[src/hw/rtl/hbd_pkg.sv]
`timescale 1ns / 1ps
// Shared types and constants for the Hill birth-death stochastic step.
// No dependencies; used by every module of the block.
package hbd_pkg;

	// Field and register widths
	localparam int COUNT_BITS = 16;
	localparam int FRAC_BITS  = 16;
	localparam int DRAW_BITS  = 32;
	localparam int RUN_BITS   = 20;
	localparam int TIME_BITS  = 32;
	localparam int RATE_BITS  = 24;
	localparam int SIZE_BITS  = 16;
	localparam int CFG_IDX_BITS  = 3;
	localparam int CFG_DATA_BITS = 32;

	// Datapath widths
	localparam int Y_BITS    = 32;
	localparam int Y2_BITS   = 48;
	localparam int Y3_BITS   = 48;
	localparam int DEN_BITS  = 49;
	localparam int H_BITS    = 17;
	localparam int AH_BITS   = 41;
	localparam int R_BITS    = 42;
	localparam int TOT_BITS  = 43;
	localparam int LN_BITS   = 37;
	localparam int LOGV_BITS = 38;
	localparam int DT_BITS   = 37;

	// Serial divider sizing
	localparam int DIV_REM_BITS = 49;
	localparam int DIV_NUM_BITS = 40;
	localparam int DIV_CNT_BITS = 6;

	localparam logic [DIV_CNT_BITS-1:0] STEPS_XW = 6'd32;
	localparam logic [DIV_CNT_BITS-1:0] STEPS_H  = 6'd16;
	localparam logic [DIV_CNT_BITS-1:0] STEPS_DT = 6'd37;
	localparam logic [DIV_CNT_BITS-1:0] STEPS_BR = 6'd32;

	// ln(2) in Q.26
	localparam logic [25:0] LN2_Q26 = 26'd46516320;

	// Register reset values
	localparam logic [SIZE_BITS-1:0]  RST_SIZE  = 16'd90;
	localparam logic [RATE_BITS-1:0]  RST_INPUT = 24'd7864;
	localparam logic [RATE_BITS-1:0]  RST_BASAL = 24'd32768;
	localparam logic [RATE_BITS-1:0]  RST_MAXR  = 24'd196608;
	localparam logic [RATE_BITS-1:0]  RST_HALF  = 24'd589824;
	localparam logic [TIME_BITS-1:0]  RST_LIMIT = 32'd131072000;
	localparam logic [COUNT_BITS-1:0] RST_INIT  = 16'd135;
	localparam logic [RUN_BITS-1:0]   RST_RUNS  = 20'd100000;

	// Configuration register indexes
	typedef enum logic [CFG_IDX_BITS-1:0] {
		REG_SYSTEM_SIZE   = 3'd0,
		REG_INPUT_LEVEL   = 3'd1,
		REG_BASAL_RATE    = 3'd2,
		REG_MAX_RATE      = 3'd3,
		REG_HALF_SAT      = 3'd4,
		REG_TIME_LIMIT    = 3'd5,
		REG_INITIAL_COUNT = 3'd6,
		REG_RUN_COUNT     = 3'd7
	} cfg_idx_e;

	typedef struct packed {
		logic [SIZE_BITS-1:0]  system_size;
		logic [RATE_BITS-1:0]  input_level;
		logic [RATE_BITS-1:0]  basal_rate;
		logic [RATE_BITS-1:0]  max_rate;
		logic [RATE_BITS-1:0]  half_sat;
		logic [TIME_BITS-1:0]  time_limit;
		logic [COUNT_BITS-1:0] initial_count;
		logic [RUN_BITS-1:0]   run_count;
	} cfg_t;

	// Controller to datapath commands
	typedef struct packed {
		logic load_item;
		logic ld_y;
		logic ld_sq;
		logic ld_ca;
		logic ld_cb;
		logic ld_cube;
		logic h_zero;
		logic h_one;
		logic ld_h;
		logic ld_ah;
		logic ld_r;
		logic ld_tot;
		logic start_h;
		logic start_dt;
		logic ld_dt;
		logic set_birth;
		logic start_br;
		logic ld_birth;
		logic commit;
	} cmd_t;

	// Datapath to controller status
	typedef struct packed {
		logic div_done;
		logic log_done;
		logic den_zero;
		logic k_zero;
		logic total_zero;
		logic x_zero;
		logic ends;
		logic out_full;
	} sts_t;

endpackage

[src/hw/rtl/hbd_ctrl.sv]
`timescale 1ns / 1ps
// Sequencer for one reaction: steps the datapath through its divides,
// multiplies and the final update. Depends on hbd_pkg.
module hbd_ctrl (
	input  logic clk,
	input  logic arst_n,
	input  logic in_valid,
	output logic in_ready,
	input  hbd_pkg::sts_t sts,
	output hbd_pkg::cmd_t cmd
);
	import hbd_pkg::*;

	typedef enum logic [14:0] {
		ST_IDLE  = 15'b000000000000001,
		ST_XW    = 15'b000000000000010,
		ST_SQ    = 15'b000000000000100,
		ST_CA    = 15'b000000000001000,
		ST_CB    = 15'b000000000010000,
		ST_CUBE  = 15'b000000000100000,
		ST_HSEL  = 15'b000000001000000,
		ST_HDIV  = 15'b000000010000000,
		ST_RA    = 15'b000000100000000,
		ST_RB    = 15'b000001000000000,
		ST_TOT   = 15'b000010000000000,
		ST_LWAIT = 15'b000100000000000,
		ST_DT    = 15'b001000000000000,
		ST_BR    = 15'b010000000000000,
		ST_UPD   = 15'b100000000000000
	} state_t;

	state_t state_q, state_d;

	always_ff @(posedge clk or negedge arst_n) begin
		if (!arst_n) state_q <= ST_IDLE;
		else state_q <= state_d;
	end

	assign in_ready = (state_q == ST_IDLE);

	// Next state and commands
	always_comb begin
		state_d = state_q;
		cmd     = '0;
		case (state_q)
			ST_IDLE: begin
				if (in_valid) begin
					cmd.load_item = 1'b1;
					state_d = ST_XW;
				end
			end
			ST_XW: begin
				if (sts.div_done) begin
					cmd.ld_y = 1'b1;
					state_d = ST_SQ;
				end
			end
			ST_SQ: begin
				cmd.ld_sq = 1'b1;
				state_d = ST_CA;
			end
			ST_CA: begin
				cmd.ld_ca = 1'b1;
				state_d = ST_CB;
			end
			ST_CB: begin
				cmd.ld_cb = 1'b1;
				state_d = ST_CUBE;
			end
			ST_CUBE: begin
				cmd.ld_cube = 1'b1;
				state_d = ST_HSEL;
			end
			ST_HSEL: begin
				if (sts.den_zero) begin
					cmd.h_zero = 1'b1;
					state_d = ST_RA;
				end else if (sts.k_zero) begin
					cmd.h_one = 1'b1;
					state_d = ST_RA;
				end else begin
					cmd.start_h = 1'b1;
					state_d = ST_HDIV;
				end
			end
			ST_HDIV: begin
				if (sts.div_done) begin
					cmd.ld_h = 1'b1;
					state_d = ST_RA;
				end
			end
			ST_RA: begin
				cmd.ld_ah = 1'b1;
				state_d = ST_RB;
			end
			ST_RB: begin
				cmd.ld_r = 1'b1;
				state_d = ST_TOT;
			end
			ST_TOT: begin
				cmd.ld_tot = 1'b1;
				state_d = ST_LWAIT;
			end
			ST_LWAIT: begin
				if (sts.total_zero) begin
					state_d = ST_UPD;
				end else if (sts.log_done) begin
					cmd.start_dt = 1'b1;
					state_d = ST_DT;
				end
			end
			ST_DT: begin
				if (sts.div_done) begin
					cmd.ld_dt = 1'b1;
					if (sts.x_zero) begin
						cmd.set_birth = 1'b1;
						state_d = ST_UPD;
					end else begin
						cmd.start_br = 1'b1;
						state_d = ST_BR;
					end
				end
			end
			ST_BR: begin
				if (sts.div_done) begin
					cmd.ld_birth = 1'b1;
					state_d = ST_UPD;
				end
			end
			ST_UPD: begin
				// hold while a finished run waits on a full output register
				if (!sts.ends || !sts.out_full) begin
					cmd.commit = 1'b1;
					state_d = ST_IDLE;
				end
			end
			default: state_d = ST_IDLE;
		endcase
	end

endmodule

[config.mk]
export PLATFORM = sky130hd
export DESIGN_NAME = hbd_ctrl
export DESIGN_NICKNAME = d
export VERILOG_FILES = /design/src/hw/rtl/hbd_pkg.sv /design/src/hw/rtl/hbd_ctrl.sv
export SDC_FILE = /design/constraint.sdc
export NUM_CORES = 1
export LEC_CHECK = 0
export BUFFER_PORTS_ARGS = -buffer_cell sky130_fd_sc_hd__buf_2
export CAP_MARGIN = 40
export CORE_MARGIN = 1
export CORE_UTILIZATION = 39
export DETAILED_ROUTE_END_ITERATION = 10
export PLACE_DENSITY = 0.71
export SLEW_MARGIN = 20
export SYNTH_ARGS = -nofsm -noshare
export SYNTH_HDL_FRONTEND = slang
export SYNTH_SLANG_ARGS = --single-unit
[constraint.sdc]
create_clock -name clk -period 2.39 [get_ports clk]
set_input_delay 0.478 -clock clk [delete_from_list [all_inputs] [get_ports clk]]
set_output_delay 0.478 -clock clk [all_outputs]
set_load 0.03 [all_outputs]
==> results_dict.tcl <==
set metrics [dict create \
    maxCapViolations 0 \
    filler_cell_count 198 \
    synth_fp_nets 135 \
    synthFlopType "sky130_fd_sc_hd__dfrtp_1" \
    layout.area.seq_um2 377 \
    asyncSetResetFlopFracSynth 1.00 \
    clock_tree.root_cell "sky130_fd_sc_hd__clkbuf_4" \
    avgRoutedWirePerCell_um 15.4 \
    fin_total_pwr_mw 1.17 \
    drtPass1Iterations 4 \
    clock.fmax_ghz 0.377 \
    timing.setup.critical_path_class "flip-flop to primary output" \
    yosysMostFrequentCell "sky130_fd_sc_hd__dfrtp_1" \
    tightest_slew_ns 0.413 \
    worst-path-max-fanout 3 \
    largest_register_ff_count 15 \
    post-route-cell-area_mm2 0.00175 \
    vdd.ir_drop.worst_uv 684 \
    top_regs "state_q (15)" \
    static-leakage-power_nw 0.848 \
    r2r-start "state_q[5]" \
    worst_r2r_endpoint "state_q[14]" \
    synth_cell_type_count 42 \
    cts_tree "yes" \
    synth_largest_type_area_fraction 0.326 \
    netlist_top_cells_area "sky130_fd_sc_hd__dfrtp_1, sky130_fd_sc_hd__nor3b_1, sky130_fd_sc_hd__nor2_1" \
    fp.dieW_um 54.5 \
    post_drt_via_cell_ratio 5.59 \
    drt_iter0_drc 13 \
    final.setup.worst_slack_ns -0.261 \
    finalSetupViolCount 20 \
    initial_utilization 0.423 \
    ant_nets 0 \
    clock_buffers_created_by_tritoncts 3 \
    rows 18 \
    placedInstanceArea_mm2 0.00148 \
    core_mm2 0.00254 \
    route.detailed.drc 0 \
    grt_overflow 0 \
    area_growth_syn_to_layout_pct 62.7 \
    synth.cells.most_frequent "sky130_fd_sc_hd__dfrtp_1, sky130_fd_sc_hd__nor2_1, sky130_fd_sc_hd__nor3b_1" \
    status "finished with violations" \
    worst_setup_sp_type "flip-flop" \
    synth_area_mm2 0.00108 \
    grt_start_max_net_pins 16 \
    design.die.area_mm2 0.00297 \
    finalClockSkew_ns 0.00782 \
    postSynthAreaPerCell_um2 8.68 \
    worst_setup_hold_path_clk_slew_ns 0.10 \
    grt_setup_unrepaired "true" \
    worst-endpoint-required_ns 1.91 \
    hpwlAfterDp_um 2470 \
    cp-end-kind "primary output" \
    slew-limit-headroom 0.721 \
    grt_util_all_layers 0.241 \
    cts_max_path_buffers 2 \
    grt_first_pass_wirelength_um 4930 \
    crit_path_cell_trace "or4_4, nor4_4, nand2b_1, nor3b_2, buf_4" \
    critical_path.max_stage_delay_ns 0.57 \
    fin_crit_share 1.11 \
    finalHoldViolCount 0 \
    post_synth_inst_count 124 \
    synth.yosys.seq_area_share 0.350 \
    synth_enable_flop_cells 0 \
    post_layout_nets 197 \
    area_of_combinational_cells_with_multiple_inputs_um2 803 \
    register_with_the_most_flip_flops "state_q" \
    cts_htree_levels 1 \
    numPortBuffers 30 \
    antenna_cells_inserted 0 \
    reg2reg_depth 6 \
    antenna_found_initial 0 \
    grt_pass1_vias 1077 \
    routed_wl_um 3310 \
    critPathSlowestCell "sky130_fd_sc_hd__or4_4" \
    failed_checks "setup timing" \
    synth-warning-count 0 \
    yosys.area.top_type "sky130_fd_sc_hd__dfrtp_1" \
    worst-endpoint-arrival_ns 2.17 \
    cts_num_sinks 15 \
    post-route-min-period_ns 2.65 \
    dr_total_vias 1202 \
    io_pins 31 \
    worstHoldPathType "input pin to async pin" \
    worstSkewPairLatency_ns 0.30 \
    share_of_final_layout_standard_cells_stronger_than_drive_strength_1 0.524 \
    ys_seq_elements 15 \
    worst-r2r-setup-slack_ns 0.20 \
    floorplan.die.height_um 54.5 \
    power_density_mw_per_mm2 668 \
    timing_max_transition_violations_final 0 \
    gp_routability_congestion 0.880 \
]
==> stage by stage <==
stage	hold WS (ns)	setup TNS [ns]	setup slack, ns	util	instances
detailed placement	0.407	0	0.00816	0.583	200
global placement	0.411	0	0.0651	0.583	200
floorplan	0.182	-0.209	-0.0524	-	124
finish	0.0697	-2.59	-0.261	0.688	215
global route	0.0836	-3.91	-0.338	0.688	215
CTS	0.0872	-2.33	-0.203	0.663	212
==> logic make-up (layout without fill, tap and decap cells) <==
group | Yosys count | count (layout) | synth area share
DFF | 15 | 15 | 0.350
AOI/OAI and AO/OA | 19 | 19 | 0.129
and+or+nand+nor | 73 | 73 | 0.430
buffers and inverters | 11 | 72 | 0.0395
muxes | 1 | 1 | 0.0105
xor gates and xnor gates | 5 | 5 | 0.0407
==> placed cells by master, fill, tap and decap left out, types with 3 or more instances in the layout <==
master | synthesis | routed
sky130_fd_sc_hd__a21o_1 | 3 | 3
sky130_fd_sc_hd__and4b_1 | 4 | 4
sky130_fd_sc_hd__buf_2 | 1 | 11
sky130_fd_sc_hd__buf_4 | 0 | 37
sky130_fd_sc_hd__buf_6 | 0 | 13
sky130_fd_sc_hd__clkbuf_4 | 0 | 3
sky130_fd_sc_hd__dfrtp_1 | 14 | 14
sky130_fd_sc_hd__inv_1 | 7 | 6
sky130_fd_sc_hd__nand2_1 | 6 | 4
sky130_fd_sc_hd__nor2_1 | 12 | 10
sky130_fd_sc_hd__nor2_4 | 0 | 3
sky130_fd_sc_hd__nor3_1 | 8 | 4
sky130_fd_sc_hd__nor3_2 | 1 | 3
sky130_fd_sc_hd__nor3b_1 | 10 | 5
sky130_fd_sc_hd__nor3b_4 | 0 | 3
sky130_fd_sc_hd__nor4b_1 | 3 | 3
sky130_fd_sc_hd__o21ai_0 | 3 | 3
sky130_fd_sc_hd__or4_4 | 0 | 3
sky130_fd_sc_hd__xnor2_1 | 3 | 3
==> routing by layer <==
layer / part of all wire / global-route usage / wire (um)
met5: 0 / 0 / 0
met4: 0.015 / 0.0940 / 51
met3: 0.037 / 0.0361 / 124
met2: 0.53 / 0.437 / 1750
met1: 0.42 / 0.280 / 1390
==> power by group <==
group          total (mW)  switching, mW  internal (mW)
clock               0.155         0.0923         0.0623
sequential          0.295         0.0153          0.280
combinational       0.720          0.359          0.360
==> repair_timing <==
action / 4_1_cts / 5_1_grt
buffers inserted: 8 / 4
gates resized for setup: 36 / 10
pin swaps: 5 / 7
endpoints found under the setup margin: 20 / 20
hold endpoints to repair: 0 / 0
hold buffers: 0 / 0
==> final cells by class <==
type / instances / area share
well taps: 30 / 0.0214
multi-input cells: 98 / 0.459
clock inverters: 1 / 0.00286
clock buffers: 3 / 0.0129
repair buffers: 61 / 0.274
flip-flops and latches: 15 / 0.215
inverters: 7 / 0.0150
==> critical path, delay by kind of cell, from the launching register on <==
family	cells	cell delay [ns]
AND/OR/NAND/NOR	4	1.29
flip-flops	1	0.40
buffers and inverters	1	0.18
==> how the worst max path moves through the flow <==
stage / startpoint / end
global placement: state_q[5] / cmd[15]
global route: state_q[5] / cmd[15]
finish: state_q[5] / cmd[16]
detailed placement: state_q[5] / cmd[15]
CTS: state_q[4] / cmd[15]
floorplan: state_q[5] / cmd[18]
No activity file was read; power rests on OpenSTA's default activity.
